<file path="src/hw/rtl/stc_pkg.sv">
package stc_pkg;

    localparam int POS_BITS      = 16;
    localparam int MAX_TOKEN_LEN = 255;
    localparam int PREFIX_DEPTH  = 7;
    localparam int PREFIX_W      = 8 * PREFIX_DEPTH;
    localparam int LEN_W         = 8;
    localparam int START_W       = 16;
    localparam int KIND_W        = 3;
    localparam int ERR_W         = 2;
    localparam int QUEUE_DEPTH   = 4;
    localparam int QPTR_W        = $clog2(QUEUE_DEPTH);
    localparam int QCNT_W        = $clog2(QUEUE_DEPTH + 1);
    localparam int KW_COUNT      = 15;

    typedef enum logic [1:0] {
        MODE_IDLE,
        MODE_WORD,
        MODE_STRING,
        MODE_REL
    } t_mode;

    typedef logic [KIND_W-1:0]   t_kind;
    typedef logic [ERR_W-1:0]    t_err;
    typedef logic [PREFIX_W-1:0] t_prefix;

    localparam t_kind KIND_STMT  = 3'd0;
    localparam t_kind KIND_OP    = 3'd1;
    localparam t_kind KIND_SPEC  = 3'd2;
    localparam t_kind KIND_STR   = 3'd3;
    localparam t_kind KIND_NUM   = 3'd4;
    localparam t_kind KIND_LABEL = 3'd5;
    localparam t_kind KIND_TYPE  = 3'd6;

    localparam t_err ERR_NONE   = 2'd0;
    localparam t_err ERR_UNDEF  = 2'd1;
    localparam t_err ERR_STRING = 2'd2;
    localparam t_err ERR_LONG   = 2'd3;

    localparam logic [7:0] CH_NEWLINE = 8'h0a;
    localparam logic [7:0] CH_SPACE   = 8'h20;
    localparam logic [7:0] CH_QUOTE   = 8'h22;
    localparam logic [7:0] CH_PERCENT = 8'h25;
    localparam logic [7:0] CH_LPAREN  = 8'h28;
    localparam logic [7:0] CH_RPAREN  = 8'h29;
    localparam logic [7:0] CH_STAR    = 8'h2a;
    localparam logic [7:0] CH_PLUS    = 8'h2b;
    localparam logic [7:0] CH_MINUS   = 8'h2d;
    localparam logic [7:0] CH_SLASH   = 8'h2f;
    localparam logic [7:0] CH_SEMI    = 8'h3b;
    localparam logic [7:0] CH_LT      = 8'h3c;
    localparam logic [7:0] CH_EQ      = 8'h3d;
    localparam logic [7:0] CH_GT      = 8'h3e;

    // keyword text is right aligned, matching the prefix shift register
    localparam t_prefix KW_TEXT [KW_COUNT] = '{
        PREFIX_W'("if"), PREFIX_W'("while"), PREFIX_W'("begin"), PREFIX_W'("end"),
        PREFIX_W'("program"), PREFIX_W'("do"), PREFIX_W'("return"),
        PREFIX_W'("and"), PREFIX_W'("or"), PREFIX_W'("not"),
        PREFIX_W'("i32"), PREFIX_W'("u32"), PREFIX_W'("i64"), PREFIX_W'("u64"),
        PREFIX_W'("bool")
    };

    localparam logic [LEN_W-1:0] KW_LEN [KW_COUNT] = '{
        8'd2, 8'd5, 8'd5, 8'd3, 8'd7, 8'd2, 8'd6,
        8'd3, 8'd2, 8'd3,
        8'd3, 8'd3, 8'd3, 8'd3, 8'd4
    };

    localparam t_kind KW_KIND [KW_COUNT] = '{
        KIND_STMT, KIND_STMT, KIND_STMT, KIND_STMT, KIND_STMT, KIND_STMT, KIND_STMT,
        KIND_OP, KIND_OP, KIND_OP,
        KIND_TYPE, KIND_TYPE, KIND_TYPE, KIND_TYPE, KIND_TYPE
    };

    typedef struct packed {
        t_kind              kind;
        logic [START_W-1:0] start;
        logic [LEN_W-1:0]   len;
        t_err               err;
    } t_result;

    typedef struct packed {
        t_result    res1;
        t_result    res0;
        logic [1:0] count;
    } t_entry;

    typedef struct packed {
        logic empty;
        logic full;
    } t_queue_status;

    typedef struct packed {
        logic  undef;
        t_kind kind;
    } t_word_class;

    function automatic t_word_class classify_word(
        input logic             digit_first,
        input logic             saw_letter,
        input logic [LEN_W-1:0] len,
        input t_prefix          pfx
    );
        t_word_class wc;
        t_prefix     mask;
        wc.undef = 1'b0;
        wc.kind  = KIND_LABEL;
        mask     = '0;
        if (digit_first) begin
            wc.undef = saw_letter;
            wc.kind  = saw_letter ? KIND_STMT : KIND_NUM;
        end else begin
            for (int i = KW_COUNT - 1; i >= 0; i--) begin
                mask = ~({PREFIX_W{1'b1}} << (8 * KW_LEN[i]));
                if (len == KW_LEN[i] && (pfx & mask) == KW_TEXT[i]) begin
                    wc.kind = KW_KIND[i];
                end
            end
        end
        return wc;
    endfunction

    function automatic t_result mk_result(
        input t_kind               kind,
        input logic [POS_BITS-1:0] start,
        input logic [LEN_W-1:0]    len,
        input t_err                err
    );
        t_result r;
        r.kind  = kind;
        r.start = START_W'(start);
        r.len   = len;
        r.err   = err;
        return r;
    endfunction

endpackage

</file>
<file path="src/hw/rtl/stc_front.sv">
module stc_front (
    input  logic            i_clk,
    input  logic            i_rst_n,
    input  logic            i_accept,
    input  logic [7:0]      i_char_code,
    input  logic            i_end_of_source,
    output logic            o_push,
    output stc_pkg::t_entry o_entry
);

    stc_pkg::t_mode                 r_mode, n_mode;
    logic [stc_pkg::POS_BITS-1:0]   r_pos, n_pos;
    logic [stc_pkg::POS_BITS-1:0]   r_start, n_start;
    logic [stc_pkg::LEN_W-1:0]      r_len, n_len;
    stc_pkg::t_prefix               r_prefix, n_prefix;
    logic                           r_digit_first, n_digit_first;
    logic                           r_saw_letter, n_saw_letter;
    logic                           r_aborted, n_aborted;

    stc_pkg::t_result     res_v [2];
    logic [1:0]           cnt_v;
    logic                 do_start;
    stc_pkg::t_word_class wc_now, wc_end;

    logic c_letter, c_digit, c_alnum, c_rel, c_op, c_spec, c_skip;

    assign c_letter = (i_char_code >= 8'h61 && i_char_code <= 8'h7a) ||
                      (i_char_code >= 8'h41 && i_char_code <= 8'h5a);
    assign c_digit  = i_char_code >= 8'h30 && i_char_code <= 8'h39;
    assign c_alnum  = c_letter || c_digit;
    assign c_rel    = i_char_code == stc_pkg::CH_EQ || i_char_code == stc_pkg::CH_GT ||
                      i_char_code == stc_pkg::CH_LT;
    assign c_op     = i_char_code == stc_pkg::CH_PLUS || i_char_code == stc_pkg::CH_MINUS ||
                      i_char_code == stc_pkg::CH_STAR || i_char_code == stc_pkg::CH_SLASH ||
                      i_char_code == stc_pkg::CH_PERCENT;
    assign c_spec   = i_char_code == stc_pkg::CH_LPAREN || i_char_code == stc_pkg::CH_RPAREN ||
                      i_char_code == stc_pkg::CH_SEMI;
    assign c_skip   = i_char_code == stc_pkg::CH_SPACE || i_char_code == stc_pkg::CH_NEWLINE;

    always_comb begin
        n_mode        = r_mode;
        n_pos         = r_pos + stc_pkg::POS_BITS'(1);
        n_start       = r_start;
        n_len         = r_len;
        n_prefix      = r_prefix;
        n_digit_first = r_digit_first;
        n_saw_letter  = r_saw_letter;
        n_aborted     = r_aborted;
        res_v[0]      = '0;
        res_v[1]      = '0;
        cnt_v         = '0;
        do_start      = 1'b0;
        wc_end        = '0;
        wc_now        = stc_pkg::classify_word(r_digit_first, r_saw_letter, r_len, r_prefix);

        if (!r_aborted) begin
            case (r_mode)
                stc_pkg::MODE_WORD: begin
                    if (c_alnum) begin
                        if (r_len >= stc_pkg::LEN_W'(stc_pkg::MAX_TOKEN_LEN)) begin
                            res_v[cnt_v[0]] = stc_pkg::mk_result(stc_pkg::KIND_STMT, r_start,
                                                                 '0, stc_pkg::ERR_LONG);
                            cnt_v     = cnt_v + 2'd1;
                            n_aborted = 1'b1;
                            n_mode    = stc_pkg::MODE_IDLE;
                        end else begin
                            if (r_len < stc_pkg::LEN_W'(stc_pkg::PREFIX_DEPTH)) begin
                                n_prefix = {r_prefix[stc_pkg::PREFIX_W-9:0], i_char_code};
                            end
                            if (c_letter) begin
                                n_saw_letter = 1'b1;
                            end
                            n_len = r_len + stc_pkg::LEN_W'(1);
                        end
                    end else begin
                        n_mode = stc_pkg::MODE_IDLE;
                        if (wc_now.undef) begin
                            res_v[cnt_v[0]] = stc_pkg::mk_result(stc_pkg::KIND_STMT, r_start,
                                                                 '0, stc_pkg::ERR_UNDEF);
                            cnt_v     = cnt_v + 2'd1;
                            n_aborted = 1'b1;
                        end else begin
                            res_v[cnt_v[0]] = stc_pkg::mk_result(wc_now.kind, r_start, r_len,
                                                                 stc_pkg::ERR_NONE);
                            cnt_v    = cnt_v + 2'd1;
                            do_start = 1'b1;
                        end
                    end
                end
                stc_pkg::MODE_STRING: begin
                    if (r_len >= stc_pkg::LEN_W'(stc_pkg::MAX_TOKEN_LEN)) begin
                        res_v[cnt_v[0]] = stc_pkg::mk_result(stc_pkg::KIND_STMT, r_start,
                                                             '0, stc_pkg::ERR_LONG);
                        cnt_v     = cnt_v + 2'd1;
                        n_aborted = 1'b1;
                        n_mode    = stc_pkg::MODE_IDLE;
                    end else begin
                        n_len = r_len + stc_pkg::LEN_W'(1);
                        if (i_char_code == stc_pkg::CH_QUOTE) begin
                            res_v[cnt_v[0]] = stc_pkg::mk_result(stc_pkg::KIND_STR, r_start,
                                                                 n_len, stc_pkg::ERR_NONE);
                            cnt_v  = cnt_v + 2'd1;
                            n_mode = stc_pkg::MODE_IDLE;
                        end else if (i_char_code == stc_pkg::CH_NEWLINE) begin
                            res_v[cnt_v[0]] = stc_pkg::mk_result(stc_pkg::KIND_STMT, r_start,
                                                                 '0, stc_pkg::ERR_STRING);
                            cnt_v     = cnt_v + 2'd1;
                            n_aborted = 1'b1;
                            n_mode    = stc_pkg::MODE_IDLE;
                        end
                    end
                end
                stc_pkg::MODE_REL: begin
                    n_mode = stc_pkg::MODE_IDLE;
                    if (i_char_code == stc_pkg::CH_EQ) begin
                        res_v[cnt_v[0]] = stc_pkg::mk_result(stc_pkg::KIND_OP, r_start,
                                                             stc_pkg::LEN_W'(2),
                                                             stc_pkg::ERR_NONE);
                        cnt_v = cnt_v + 2'd1;
                    end else begin
                        res_v[cnt_v[0]] = stc_pkg::mk_result(stc_pkg::KIND_OP, r_start,
                                                             stc_pkg::LEN_W'(1),
                                                             stc_pkg::ERR_NONE);
                        cnt_v    = cnt_v + 2'd1;
                        do_start = 1'b1;
                    end
                end
                default: begin
                    n_mode   = stc_pkg::MODE_IDLE;
                    do_start = 1'b1;
                end
            endcase

            // first character of a new token
            if (do_start) begin
                if (c_alnum) begin
                    n_mode        = stc_pkg::MODE_WORD;
                    n_start       = r_pos;
                    n_len         = stc_pkg::LEN_W'(1);
                    n_prefix      = {n_prefix[stc_pkg::PREFIX_W-9:0], i_char_code};
                    n_digit_first = c_digit;
                    n_saw_letter  = 1'b0;
                end else if (i_char_code == stc_pkg::CH_QUOTE) begin
                    n_mode  = stc_pkg::MODE_STRING;
                    n_start = r_pos;
                    n_len   = stc_pkg::LEN_W'(1);
                end else if (c_rel) begin
                    n_mode  = stc_pkg::MODE_REL;
                    n_start = r_pos;
                    n_len   = stc_pkg::LEN_W'(1);
                end else if (c_op) begin
                    res_v[cnt_v[0]] = stc_pkg::mk_result(stc_pkg::KIND_OP, r_pos,
                                                         stc_pkg::LEN_W'(1), stc_pkg::ERR_NONE);
                    cnt_v = cnt_v + 2'd1;
                end else if (c_spec) begin
                    res_v[cnt_v[0]] = stc_pkg::mk_result(stc_pkg::KIND_SPEC, r_pos,
                                                         stc_pkg::LEN_W'(1), stc_pkg::ERR_NONE);
                    cnt_v = cnt_v + 2'd1;
                end else if (!c_skip) begin
                    res_v[cnt_v[0]] = stc_pkg::mk_result(stc_pkg::KIND_STMT, r_pos,
                                                         '0, stc_pkg::ERR_UNDEF);
                    cnt_v     = cnt_v + 2'd1;
                    n_aborted = 1'b1;
                    n_mode    = stc_pkg::MODE_IDLE;
                end
            end

            // flush the open token at end of source
            wc_end = stc_pkg::classify_word(n_digit_first, n_saw_letter, n_len, n_prefix);
            if (i_end_of_source && !n_aborted) begin
                case (n_mode)
                    stc_pkg::MODE_WORD: begin
                        if (wc_end.undef) begin
                            res_v[cnt_v[0]] = stc_pkg::mk_result(stc_pkg::KIND_STMT, n_start,
                                                                 '0, stc_pkg::ERR_UNDEF);
                        end else begin
                            res_v[cnt_v[0]] = stc_pkg::mk_result(wc_end.kind, n_start, n_len,
                                                                 stc_pkg::ERR_NONE);
                        end
                        cnt_v = cnt_v + 2'd1;
                    end
                    stc_pkg::MODE_STRING: begin
                        res_v[cnt_v[0]] = stc_pkg::mk_result(stc_pkg::KIND_STMT, n_start,
                                                             '0, stc_pkg::ERR_STRING);
                        cnt_v = cnt_v + 2'd1;
                    end
                    stc_pkg::MODE_REL: begin
                        res_v[cnt_v[0]] = stc_pkg::mk_result(stc_pkg::KIND_OP, n_start,
                                                             stc_pkg::LEN_W'(1),
                                                             stc_pkg::ERR_NONE);
                        cnt_v = cnt_v + 2'd1;
                    end
                    default: begin
                    end
                endcase
            end
        end

        if (i_end_of_source) begin
            n_mode        = stc_pkg::MODE_IDLE;
            n_pos         = '0;
            n_start       = '0;
            n_len         = '0;
            n_digit_first = 1'b0;
            n_saw_letter  = 1'b0;
            n_aborted     = 1'b0;
        end
    end

    assign o_push        = i_accept && (cnt_v != 2'd0);
    assign o_entry.res0  = res_v[0];
    assign o_entry.res1  = res_v[1];
    assign o_entry.count = cnt_v;

    always_ff @(posedge i_clk) begin
        if (!i_rst_n) begin
            r_mode        <= stc_pkg::MODE_IDLE;
            r_pos         <= '0;
            r_start       <= '0;
            r_len         <= '0;
            r_digit_first <= 1'b0;
            r_saw_letter  <= 1'b0;
            r_aborted     <= 1'b0;
        end else if (i_accept) begin
            r_mode        <= n_mode;
            r_pos         <= n_pos;
            r_start       <= n_start;
            r_len         <= n_len;
            r_digit_first <= n_digit_first;
            r_saw_letter  <= n_saw_letter;
            r_aborted     <= n_aborted;
        end
    end

    always_ff @(posedge i_clk) begin
        if (i_accept) begin
            r_prefix <= n_prefix;
        end
    end

endmodule

</file>
<file path="src/hw/rtl/stc_queue.sv">
module stc_queue (
    input  logic                   i_clk,
    input  logic                   i_rst_n,
    input  logic                   i_push,
    input  stc_pkg::t_entry        i_entry,
    input  logic                   i_pop,
    output stc_pkg::t_entry        o_head,
    output stc_pkg::t_queue_status o_status
);

    stc_pkg::t_entry               r_slot [stc_pkg::QUEUE_DEPTH];
    logic [stc_pkg::QPTR_W-1:0]    r_wr_ptr, n_wr_ptr;
    logic [stc_pkg::QPTR_W-1:0]    r_rd_ptr, n_rd_ptr;
    logic [stc_pkg::QCNT_W-1:0]    r_count, n_count;
    logic                          do_push, do_pop;

    assign o_status.empty = r_count == '0;
    assign o_status.full  = r_count == stc_pkg::QCNT_W'(stc_pkg::QUEUE_DEPTH);
    assign do_push        = i_push && !o_status.full;
    assign do_pop         = i_pop && !o_status.empty;
    assign o_head         = r_slot[r_rd_ptr];

    always_comb begin
        n_wr_ptr = do_push ? r_wr_ptr + stc_pkg::QPTR_W'(1) : r_wr_ptr;
        n_rd_ptr = do_pop ? r_rd_ptr + stc_pkg::QPTR_W'(1) : r_rd_ptr;
        n_count  = r_count;
        if (do_push && !do_pop) begin
            n_count = r_count + stc_pkg::QCNT_W'(1);
        end else if (do_pop && !do_push) begin
            n_count = r_count - stc_pkg::QCNT_W'(1);
        end
    end

    always_ff @(posedge i_clk) begin
        if (!i_rst_n) begin
            r_wr_ptr <= '0;
            r_rd_ptr <= '0;
            r_count  <= '0;
        end else begin
            r_wr_ptr <= n_wr_ptr;
            r_rd_ptr <= n_rd_ptr;
            r_count  <= n_count;
        end
    end

    always_ff @(posedge i_clk) begin
        if (do_push) begin
            r_slot[r_wr_ptr] <= i_entry;
        end
    end

endmodule

</file>
<file path="src/hw/rtl/stc_back.sv">
module stc_back (
    input  logic             i_clk,
    input  logic             i_rst_n,
    input  stc_pkg::t_entry  i_head,
    input  logic             i_empty,
    output logic             o_pop,
    output logic             o_valid,
    input  logic             i_ready,
    output stc_pkg::t_result o_result,
    output logic             o_last
);

    logic             r_valid;
    logic             r_idx;
    stc_pkg::t_result r_result;
    logic             r_last;
    logic             load;
    logic             sel_last;
    stc_pkg::t_result sel_result;

    // second record of an entry is always its last
    assign load       = !i_empty && (!r_valid || i_ready);
    assign sel_last   = r_idx || (i_head.count == 2'd1);
    assign sel_result = r_idx ? i_head.res1 : i_head.res0;
    assign o_pop      = load && sel_last;
    assign o_valid    = r_valid;
    assign o_result   = r_result;
    assign o_last     = r_last;

    always_ff @(posedge i_clk) begin
        if (!i_rst_n) begin
            r_valid <= 1'b0;
            r_idx   <= 1'b0;
        end else if (load) begin
            r_valid <= 1'b1;
            r_idx   <= !sel_last;
        end else if (i_ready) begin
            r_valid <= 1'b0;
        end
    end

    always_ff @(posedge i_clk) begin
        if (load) begin
            r_result <= sel_result;
            r_last   <= sel_last;
        end
    end

endmodule

</file>
<file path="src/hw/rtl/source_char_tokenizer.sv">
// source character tokenizer
// input channel: one source byte per beat on i_char_code, with i_end_of_source
// set on the final byte; a beat moves when i_in_valid and o_in_ready are high
// output channel: one token record per beat (kind, start offset, length,
// error code, last_result), moved when o_out_valid and i_out_ready are high
// a byte yields zero, one or two records; last_result flags the final one
// throughput: one byte per cycle while the queue is not full; records leave at one
// per cycle through the output register while i_out_ready is high, so bytes that
// yield two records can fill the queue; a record passes through the queue and then
// the output register, and the second record of a byte follows its first
// the lexer front classifies each byte in its accept cycle and writes its
// records into a four-entry queue; the back end drains the queue into the
// output register
// when the receiver stalls, records collect in the queue; o_in_ready falls
// only when the queue is full
// after an error no records are produced until the end of the source
// reset: synchronous, active low; clears the lexer state, the queue and the
// output register; offsets also restart at zero after each end of source
module source_char_tokenizer (
    input  logic       i_clk,
    input  logic       i_rst_n,
    input  logic       i_in_valid,
    output logic       o_in_ready,
    input  logic [7:0] i_char_code,
    input  logic       i_end_of_source,
    output logic       o_out_valid,
    input  logic       i_out_ready,
    output logic [2:0] o_token_kind,
    output logic [15:0] o_token_start,
    output logic [7:0] o_token_length,
    output logic [1:0] o_error_code,
    output logic       o_last_result
);

    logic                   in_accept;
    logic                   push;
    logic                   pop;
    stc_pkg::t_entry        push_entry;
    stc_pkg::t_entry        head_entry;
    stc_pkg::t_queue_status q_status;
    stc_pkg::t_result       out_result;

    assign o_in_ready = !q_status.full;
    assign in_accept  = i_in_valid && o_in_ready;

    stc_front u_front (
        .i_clk           (i_clk),
        .i_rst_n         (i_rst_n),
        .i_accept        (in_accept),
        .i_char_code     (i_char_code),
        .i_end_of_source (i_end_of_source),
        .o_push          (push),
        .o_entry         (push_entry)
    );

    stc_queue u_queue (
        .i_clk    (i_clk),
        .i_rst_n  (i_rst_n),
        .i_push   (push),
        .i_entry  (push_entry),
        .i_pop    (pop),
        .o_head   (head_entry),
        .o_status (q_status)
    );

    stc_back u_back (
        .i_clk    (i_clk),
        .i_rst_n  (i_rst_n),
        .i_head   (head_entry),
        .i_empty  (q_status.empty),
        .o_pop    (pop),
        .o_valid  (o_out_valid),
        .i_ready  (i_out_ready),
        .o_result (out_result),
        .o_last   (o_last_result)
    );

    assign o_token_kind   = out_result.kind;
    assign o_token_start  = out_result.start;
    assign o_token_length = out_result.len;
    assign o_error_code   = out_result.err;

`ifndef SYNTHESIS
    a_err_is_last: assert property (@(posedge i_clk) disable iff (!i_rst_n)
        o_out_valid && o_error_code != stc_pkg::ERR_NONE |-> o_last_result)
        else $error("error record not last of its byte");

    a_err_fields: assert property (@(posedge i_clk) disable iff (!i_rst_n)
        o_out_valid && o_error_code != stc_pkg::ERR_NONE |->
            o_token_length == '0 && o_token_kind == stc_pkg::KIND_STMT)
        else $error("error record carries token fields");

    a_token_nonempty: assert property (@(posedge i_clk) disable iff (!i_rst_n)
        o_out_valid && o_error_code == stc_pkg::ERR_NONE |-> o_token_length != '0)
        else $error("token record with zero length");

    a_reset_idle: assert property (@(posedge i_clk)
        !i_rst_n |=> !o_out_valid)
        else $error("output valid right after reset");
`endif

endmodule

</file>
<file path="config.mk">
export PLATFORM = sky130hd
export DESIGN_NAME = source_char_tokenizer
export DESIGN_NICKNAME = d
export VERILOG_FILES = /design/src/hw/rtl/stc_pkg.sv /design/src/hw/rtl/stc_front.sv /design/src/hw/rtl/stc_queue.sv /design/src/hw/rtl/stc_back.sv /design/src/hw/rtl/source_char_tokenizer.sv
export SDC_FILE = /design/constraint.sdc
export NUM_CORES = 1
export LEC_CHECK = 0
export ABC_AREA = 1
export ABC_CLOCK_PERIOD_IN_PS = 10900
export BUFFER_PORTS_ARGS = -buffer_cell sky130_fd_sc_hd__buf_2
export CAP_MARGIN = 5
export CORE_MARGIN = 8
export CORE_UTILIZATION = 50
export CTS_CLUSTER_DIAMETER = 30
export DETAILED_ROUTE_END_ITERATION = 10
export PLACE_DENSITY = 0.66
export SYNTH_ARGS = -nofsm -noshare
export SYNTH_HDL_FRONTEND = slang
export SYNTH_SLANG_ARGS = --single-unit
</file>
<file path="constraint.sdc">
create_clock -name i_clk -period 10.9 [get_ports i_clk]
set_input_delay 2.18 -clock i_clk [delete_from_list [all_inputs] [get_ports i_clk]]
set_output_delay 2.18 -clock i_clk [all_outputs]
set_load 0.02 [all_outputs]
</file>
; ---- Word-level counts from Yosys, hierarchy flattened
; Memory sizes are Yosys's and may differ from the RTL's. A register that Yosys moved wholly into a read port is not among the register bits.
; Index checks and enable logic that the tools add are counted.
[word_totals]
regBits = 140
ramBits = 240
inputBits = 13
out_inout_bits = 32
elab_cells = 352
memories = 1
[classes]
n_lt_le_gt_ge = 12
n_mux = 174
n_eq_ne = 65
addsub = 8
n_reduce_logical = 71
n_bitwise = 3
[mem_list]
columns = memory, words, width, read_ports, rd_clocked_by_memory_dff, write_ports, line_no
row1 = u_queue.r_slot, 4, 60, 1, 1, 1, stc_queue.sv:11  ; stc_pkg::t_entry r_slot [stc_pkg::QUEUE_DEPTH];
[op_table]
columns = operator, n
row1 = two-way mux 58 bit, 11
row2 = bitwise mux 58 bit, 7
row3 = two-way mux 56 bit, 7
row4 = "equality test 24 x 23 -> 1 bit, second input constant", 14
row5 = two-way mux 29 bit, 7
row6 = one-hot mux 58 bit (3 select lines), 1
row7 = "equality test 40 x 39 -> 1 bit, second input constant", 4
row8 = two-way mux 16 bit, 8
row9 = "equality test 56 x 55 -> 1 bit, second input constant", 2
row10 = "equality test 8 x 6 -> 1 bit, second input constant", 13
row11 = "equality test 16 x 15 -> 1 bit, second input constant", 6
row12 = "equality test 48 x 47 -> 1 bit, second input constant", 2
row13 = two-way mux 3 bit, 31
row14 = one-hot mux 29 bit (3 select lines), 1
row15 = two-way mux 2 bit, 37
row16 = two-way mux 8 bit, 9
row17 = "equality test 32 x 31 -> 1 bit, second input constant", 2
row18 = "equality test 8 x 3 -> 1 bit, second input constant", 8
row19 = demux 29 bit (select 1 bit), 2
row20 = two-way mux 26 bit, 2
row21 = logical AND 1 bit, 44
row22 = two-way mux 1 bit, 44
row23 = "equality test 8 x 2 -> 1 bit, second input constant", 4
row24 = two-way mux 28 bit, 1
row25 = other kinds (32), 66

; ---- Depth between registers and ports, before layout
; Gate-level depths: netlist of the first run.
[logic_depth]
ltp_word = 36
mapped_depth = 33
depth_no_buf = 31

; ---- Modules after synthesis
; From an unflattened synthesis of the first run, not the netlist that was laid out.
[unflattened]
hier_cells = 2640
hier_area_um2 = 21540.7
[modules_own_cells]
columns = mod, area_each_um2, seq_area_each_um2, n_inst, cells_each
row1 = stc_front, 10612.7, 2582.5, 1, 1848
row2 = stc_queue, 9551.7, 7387.1, 1, 650
row3 = stc_back, 1362.6, 940.9, 1, 139
row4 = source_char_tokenizer, 13.8, 0.0, 1, 3

; ---- Least setup slack after synthesis of the first run
; Ideal clock, no wire load.
[synth_path]
path_type = input-to-reg
from = input port i_char_code[1]
to = memory u_queue.r_slot[0][0] in the netlist's numbering (enable)
arrival_ns = 7.070
setup_time_ns = 0.478
cell_stages = 24
t_required_ns = 10.422
path_slack_ns = 3.352
n_path_buf = 3
cell_sequence = buf_4 > clkinv_1 > nand2_2 > nor2_1 > nand2_1 > nand2_2 > nand2_4 > nand2_4 > nand2_1 > nand2_1 > nand3_1 > nand2_1 > inv_2 > clkbuf_1 > ha_1 > nor2_1 > o21ai_2 > nand2_4 > buf_2 > nand2_1 > nand3_1 > nand2_2 > nand2_1 > nor2_1
[synth_between]
elab_chain_cells = 25
word_cells_on_any_way = 94
classes_between = add/sub: 2 / order compare: 6 / eq/ne: 17 / mux: 49 / reduce/logical: 20
[synth_lines]
columns = item, line_no
row1 = from (decl), source_char_tokenizer.sv:24  ; input logic [7:0] i_char_code,
row2 = "greater-or-equal comparator 8 x 7 -> 1 bit, or another cell as far along", stc_front.sv:27  ; assign c_letter = (i_char_code >= 8'h61 && i_char_code <= 8'h7a) ||
row3 = "logical AND 1 bit, on equally long branches", "stc_front.sv:27, stc_front.sv:28"
row4 = logical OR 1 bit, stc_front.sv:27
row5 = logical OR 1 bit, stc_front.sv:30  ; assign c_alnum = c_letter || c_digit;
row6 = two-way mux 1 bit, stc_front.sv:59  ; if (c_alnum) begin
row7 = one-hot mux 2 bit (3 select lines), stc_front.sv:57  ; case (r_mode)
row8 = two-way mux 2 bit, stc_front.sv:56  ; if (!r_aborted) begin
row9 = adder 2 x 1 -> 2 bit, "stc_front.sv:154, stc_front.sv:158, stc_front.sv:162"
row10 = (+9 left out), --
row11 = two-way mux 2 bit, --
row12 = two-way mux 2 bit (*), stc_front.sv:170  ; if (i_end_of_source && !n_aborted) begin
row13 = two-way mux 2 bit (*), stc_front.sv:56
row14 = nonzero test 2 bit (*), stc_front.sv:210  ; assign o_push = i_accept && (cnt_v != 2'd0);
row15 = logical AND 1 bit (*), stc_front.sv:210
row16 = logical AND 1 bit (*), stc_queue.sv:19  ; assign do_push = i_push && !o_status.full;
row17 = two-way mux 1 bit (*), stc_queue.sv:47  ; if (do_push) begin
row18 = two-way mux 1 bit (implied by the code) (*), stc_queue.sv:48  ; r_slot[r_wr_ptr] <= i_entry;
row19 = to (decl), stc_queue.sv:11
; Mark *: on every way between the ends. The rest lies on a longest branch, timed or not. The select of a mux whose other input is x is not followed.

; ---- Worst setup path after layout of the first run
[layout_path]
from = input port i_char_code[1]
to = memory u_queue.r_slot[3][9] in the netlist's numbering (enable)
; Same word-level chain as after synthesis.

==> impl_metrics.ini, run 1 <==
[place]
port_buffers = 44
dp_slack_ns = 2.52
placed_area_mm2 = 0.0215
gp_congestion = 0.954
hpwl_um = 44300

[power]
vdd_drop_max_v = 0.000199
leakagePower_nw = 9.46
p_per_area_mw_per_mm2 = 241

[cells_and_area]
drive_gt1_share_pct = 12.6
n_antenna_cell = 0
fin_nets = 2602
final_util_pct = 58.4
fin_area_mm2 = 0.0244
area_growth_pct = 15.7

[setup_path]
cp_max_fo = 55
cp_num_buf_inv = 5
critPathSlowestCell = nor2_4
crit_required_ns = 11.14
crit_path_end_kind = register
crit_arrival_ns = 8.10
worstSetupPathType = input pin to register
cp_slowest_stage_delay_ns = 0.71
crit_family = simple AND/OR/NAND/NOR gates
crit_top_cell = nand2_1
start_kind = input pin

[floorplanning]
die_x_um = 221
io_pins = 45
num_rows = 75
coreArea_mm2 = 0.0418
die_h_um = 221
dieArea_mm2 = 0.0490
start_util_pct = 50.4

[clock_tree]
clock_latency_ns = 0.62
cts.sinks = 382
cts_tree = done
clkTransAtPathRegs_ns = 0.04
cts_buffers = 86
cts_buffer_depth = 3
cts-root-buf = clkbuf_16
post_cts_buffers = 0
cts_htree_levels = 3
cts_resized = 0
ctsHoldBuffers = 0

[timing]
fin_ws_ns = 3.04
rsz0062_at_grt = false
worst_pin_slew_ns = 1.15
tns_ns = 0
fin_worst_skew_ns = 0.0305
slew-limit-headroom_pct = 23.4
hold_violations = 0
slew_viol_final = 0
max_freq_ghz = 0.127
setup-violations-final = 0
fin_crit_ns = 7.86
period_share_pct = 72.1

[logic_synthesis]
syn_nets = 2573
ys_seq_elements = 382
syn_area_per_cell_um2 = 8.28
synth_cell_types = 57
synth_top_flop_cell = edfxtp_1
async_flop_share_pct = 0
synthSimpleGateAreaFrac_pct = 28.2
synthMuxAreaShare_pct = 0.0535
synth_cells = 2544
yosysWarningCount = 0
synth-compound-area-share_pct = 11.8
synth-xor-area-share_pct = 0.208
syn-cell-area_mm2 = 0.0211
yosysSeqAreaShare_pct = 51.8
synth_edf_count = 326
synth_top_family_by_area = simple AND/OR/NAND/NOR gates
synthAdderAreaFrac_pct = 0.986

[global_routing]
grt_pass1_vias = 17200
grt_use_met2_pct = 37.3
grt_overflow = 0
antenna_found_initial = 1
grt_pass1_wl_um = 100000
grt_max_degree = 119
grtUsageTotal_pct = 25.8
met3_usage_pct = 7.22
grt_util_met1_pct = 36.6
top_usage_layer = met2

[job]
drv_cap = 0

[drt]
route.detailed.drc = 0
drtIter0Drc = 2155
wl_per_cell_um = 20.3
ant_nets = 0
vias = 18300
drtPass1Iterations = 6
routed_via_density = 5.76
wl_um = 64700

[run_status]
status = finished clean

[hold_path]
hold_path.class = register to register
[per-layer routing]
layer,part of all wire [%],up-vias
li1,-,8780
met1,45,8641
met2,42,825
met3,11,98
met4,2.4,0
met5,0,-
[tightest hold or removal path, cell delays in order, from the launching register on]
cell     delay [ns]
dfxtp_1        0.29
inv_1          0.06
a21oi_1        0.07
[worst paths after layout]
kind	startpoint	end	slack, ns	depth (start not counted)
min reg2reg	u_queue.r_rd_ptr[1]$_SDFFE_PN0P_	register	0.46	2
max reg2reg	u_front.r_len[0]$_SDFFE_PN0P_	u_queue.r_slot[3][9]$_DFFE_PP_	3.84	22
max	i_char_code[1]	u_queue.r_slot[3][9]$_DFFE_PP_	3.04	25
min	u_queue.r_rd_ptr[1]$_SDFFE_PN0P_	register	0.46	2
[synth_stat cells (all sizes together), types with 54 or more instances]
cell type / n / area share, %
nand3: 107 / 2.7
nor3: 54 / 1.4
o21ai: 236 / 5.9
buf: 56 / 2.0
nand4: 100 / 3.0
nor2: 435 / 8.2
nand2: 656 / 12
edfxtp: 326 / 46
a21oi: 88 / 2.2
clkbuf: 72 / 1.3
inv: 200 / 3.6
dfxtp: 56 / 5.3
[metrics by stage]
step | hold WS (ns) | total power, mW | std cells
2_1_floorplan | 0.436 | 2.96 | 2544
3_3_place_gp | 0.448 | 3.40 | 3024
3_5_place_dp | 0.453 | 3.42 | 3024
4_1_cts | 0.462 | 5.89 | 3185
5_1_grt | 0.496 | 6.14 | 3185
6_report | 0.458 | 5.87 | 3185
[placed cells by master, fill, tap and decap left out, types with 44 or more instances in the layout]
| cell type | instances |
|---|---|
| nand2_1 | 629 |
| nand3_1 | 102 |
| buf_2 | 44 |
| nor2_1 | 408 |
| nand4_1 | 99 |
| a21oi_1 | 85 |
| dfxtp_1 | 54 |
| clkbuf_16 | 87 |
| o21ai_0 | 197 |
| inv_1 | 173 |
| nor3_1 | 50 |
| edfxtp_1 | 326 |
[cell families after synthesis]
logic type | Yosys count
and+or+nand+nor | 1374
AOI/OAI and AO/OA | 431
DFF | 382
buffers and inverters | 335
adders and majority gates | 16
xor gates and xnor gates | 5
muxes | 1
[cell type report]
| type | count | area, um2 |
|---|---|---|
| Multi-Input combinational cell | 1827 | 8750 |
| Clock inverter | 61 | 597 |
| Clock buffer | 100 | 2260 |
| Inverter | 207 | 785 |
| Tap cell | 539 | 674 |
| Sequential cell | 382 | 10900 |
| Fill cell | 3691 | 17400 |
| Timing Repair Buffer | 69 | 408 |
[power by group]
part	internal, mW	leakage, nW	switching (mW)
sequential	1.88	3.51	0.118
combinational	0.362	4.56	1.04
clock	1.61	1.39	0.850
[flip-flops by register name (all words and copies together), names as in the netlist, named ones only]
name and cells:
u_back.o_last 1, u_back.o_result 29, u_back.o_valid 1, u_back.r_idx 1, u_front.r_aborted 1, u_front.r_digit_first 1, u_front.r_len 8, u_front.r_mode 2
u_front.r_pos 16, u_front.r_prefix 56, u_front.r_saw_letter 1, u_front.r_start 16, u_queue.r_count 3, u_queue.r_rd_ptr 2, u_queue.r_slot 240, u_queue.r_wr_ptr 2
No activity file was read; power rests on OpenSTA's default activity.
==> inputs of run 2 (changes only) <==
--- a/config.mk
+++ b/config.mk
@@ -6,7 +6,7 @@
 export NUM_CORES = 1
 export LEC_CHECK = 0
 export ABC_AREA = 1
-export ABC_CLOCK_PERIOD_IN_PS = 10900
+export ABC_CLOCK_PERIOD_IN_PS = 7400
 export BUFFER_PORTS_ARGS = -buffer_cell sky130_fd_sc_hd__buf_2
 export CAP_MARGIN = 5
 export CORE_MARGIN = 8
==> constraint.sdc (replaced) <==
create_clock -name i_clk -period 7.4 [get_ports i_clk]
set_input_delay 1.48 -clock i_clk [delete_from_list [all_inputs] [get_ports i_clk]]
set_output_delay 1.48 -clock i_clk [all_outputs]
set_load 0.02 [all_outputs]
==> run 2 against run 1 <==
- count of clock-buffer cells in the layout up 7
- first-iteration DRC count down 6.0%
- flip-flop and latch count unchanged
- design area up 0.40%
- critical endpoint is now u_queue.r_slot[1][24]$_DFFE_PP_
- largest cell class unchanged
==> impl_metrics.ini, run 2 (synthesis gave the netlist of run 1 again) <==
[hold_path]
hold-path-endpoint = u_queue.r_rd_ptr[1]$_SDFFE_PN0P_
hold_path.class = register to register
hold_depth = 2
holdCritStartpoint = u_queue.r_rd_ptr[1]$_SDFFE_PN0P_

[cells_and_area]
fin_nets = 2602
final_common_cell = nand2_1
area_growth_pct = 16.2
multi_input_area_mm2 = 0.00875
mostFrequentLayoutCells = 629 x nand2_1, 408 x nor2_1, 326 x edfxtp_1, 197 x o21ai_0, 173 x inv_1
regMostFlops = u_queue.r_slot
final_util_pct = 58.6
fin_area_mm2 = 0.0245
largest_reg_flops = 240
drive_gt1_share_pct = 12.4
n_antenna_cell = 0
fillers = 3689
ff_latch_area_mm2 = 0.0109

[timing]
slew-limit-headroom_pct = 22.4
fin_worst_skew_ns = 0.0301
max_freq_ghz = 0.162
fin_ws_ns = 1.23
period_share_pct = 83.4
slew_viol_final = 0
rsz0062_at_grt = false
hold_violations = 0
fin_crit_ns = 6.17
setup-violations-final = 0
worst_pin_slew_ns = 1.16
tns_ns = 0

[power]
leakagePower_nw = 9.51
vdd_drop_max_v = 0.000237
clockPowerShare_pct = 42.9
power.internal_mw = 5.86
netSwitchingFraction_pct = 33.6
combinationalPowerShare_pct = 23.7
p_seq_share_pct = 33.4
p_per_area_mw_per_mm2 = 361
p_sw_mw = 2.97

[setup_path]
crit_path_end_kind = register
cp_max_fo = 31
start_kind = register
r2r_start = u_front.r_len[0]$_SDFFE_PN0P_
r2r_end = u_queue.r_slot[1][24]$_DFFE_PP_
rr_worst_depth = 22
worstSetupPathType = register to register
crit_required_ns = 7.67
crit_arrival_ns = 6.44
rrSetupSlack_ns = 1.23

[drt]
wl_um = 65600
route.detailed.drc = 0
drtIter0Drc = 2025
drtPass1Iterations = 6
ant_nets = 0
routed_via_density = 5.85
wl_per_cell_um = 20.6
vias = 18600

[place]
hpwl_um = 45000
gp_congestion = 0.942
port_buffers = 44
placed_area_mm2 = 0.0215
dp_slack_ns = 0.678

[clock_tree]
ctsHoldBuffers = 0
clock_latency_ns = 0.61
cts_tree = done
cts_buffer_depth = 3
cts.sinks = 382
cts_buffers = 86
post_cts_buffers = 0
cts_resized = 0
cts_htree_levels = 3
clkTransAtPathRegs_ns = 0.05
cts-root-buf = clkbuf_16

[global_routing]
antenna_found_initial = 0
grt_overflow = 0
grtUsageTotal_pct = 26.0
grt_max_degree = 87
grt_pass1_wl_um = 101000
grt_pass1_vias = 17300

[floorplanning]
coreArea_mm2 = 0.0418
dieArea_mm2 = 0.0490
io_pins = 45
num_rows = 75
die_x_um = 221
die_h_um = 221
start_util_pct = 50.4

[run_status]
status = finished clean

[job]
drv_cap = 0
==> run 2: cell count changes in the layout (fill, tap and decap cells not counted), moves of 2 or more <==
cell	delta
clkbuf_1	+3
clkinvlp_4	-4
bufinv_16	+4
clkinv_4	-2
clkinv_2	-4
clkbuf_8	+3
clkinv_1	+2
==> run 2: area by class of cell <==
class | instances | area share, %
clock buffers | 107 | 9.53
well taps | 539 | 2.75
clock inverters | 54 | 2.47
inverters | 207 | 3.20
multi-input cells | 1827 | 35.7
flip-flops and latches | 382 | 44.6
repair buffers | 69 | 1.72
==> run 2: worst max-delay path by stage <==
| stage | start | to | slack, ns | cells after the start |
|---|---|---|---|---|
| after floorplan | i_char_code[1] | u_queue.r_slot[0][0]$_DFFE_PP_ | 0.55 | 24 |
| after detailed placement | i_char_code[7] | u_queue.r_slot[1][26]$_DFFE_PP_ | 0.68 | 17 |
| after global placement | i_char_code[6] | u_queue.r_slot[1][25]$_DFFE_PP_ | 0.80 | 26 |
| final | u_front.r_len[0]$_SDFFE_PN0P_ | u_queue.r_slot[1][24]$_DFFE_PP_ | 1.23 | 22 |
| after CTS | u_front.r_len[0]$_SDFFE_PN0P_ | u_queue.r_slot[1][24]$_DFFE_PP_ | 1.28 | 22 |
| after global routing | i_char_code[6] | u_queue.r_slot[1][24]$_DFFE_PP_ | 0.85 | 22 |
==> run 2: worst max-delay path, stage by stage, from the launching register on <==
cell and delay (ns):
dfxtp_1 0.38, ha_1 0.36, nand2_1 0.16, nor2_2 0.07, nand2_2 0.50, clkinv_1 0.42, o21ai_0 0.25, nand3_1 0.09
nand2_1 0.07, buf_4 0.26, inv_2 0.10, ha_1 0.29, nor2_1 0.05, o21ai_2 0.17, nand2_4 0.13, nor2_4 0.35
inv_2 0.24, nand2_1 0.10, nand3_1 0.12, nand2_2 0.25, nand2_1 0.29, nor2_4 0.69, buf_4 0.45
==> run 2: layer usage <==
metal	vias to the layer above	GRT usage (%)	share of wire, %
met3	74	5.73	9.6
met5	-	0	0
met2	919	38.0	43
met4	0	7.15	1.7
met1	8861	38.2	46
li1	8791	-	-
==> run 2: power by group through the flow <==
stage	combinational, mW	clock, mW	sequential, mW
global placement	2.05	0	2.98
global route	2.29	3.95	2.98
finish	2.09	3.79	2.95
detailed placement	2.08	0	2.98
floorplan	1.32	0	3.04
CTS	2.09	3.83	2.95
==> run 2: stage by stage <==
stage | power, mW | cells | hold slack (ns)
after detailed placement | 5.06 | 3024 | 0.452
after CTS | 8.87 | 3185 | 0.470
final | 8.83 | 3185 | 0.468
after floorplan | 4.36 | 2544 | 0.436
after global placement | 5.03 | 3024 | 0.445
after global routing | 9.22 | 3185 | 0.495
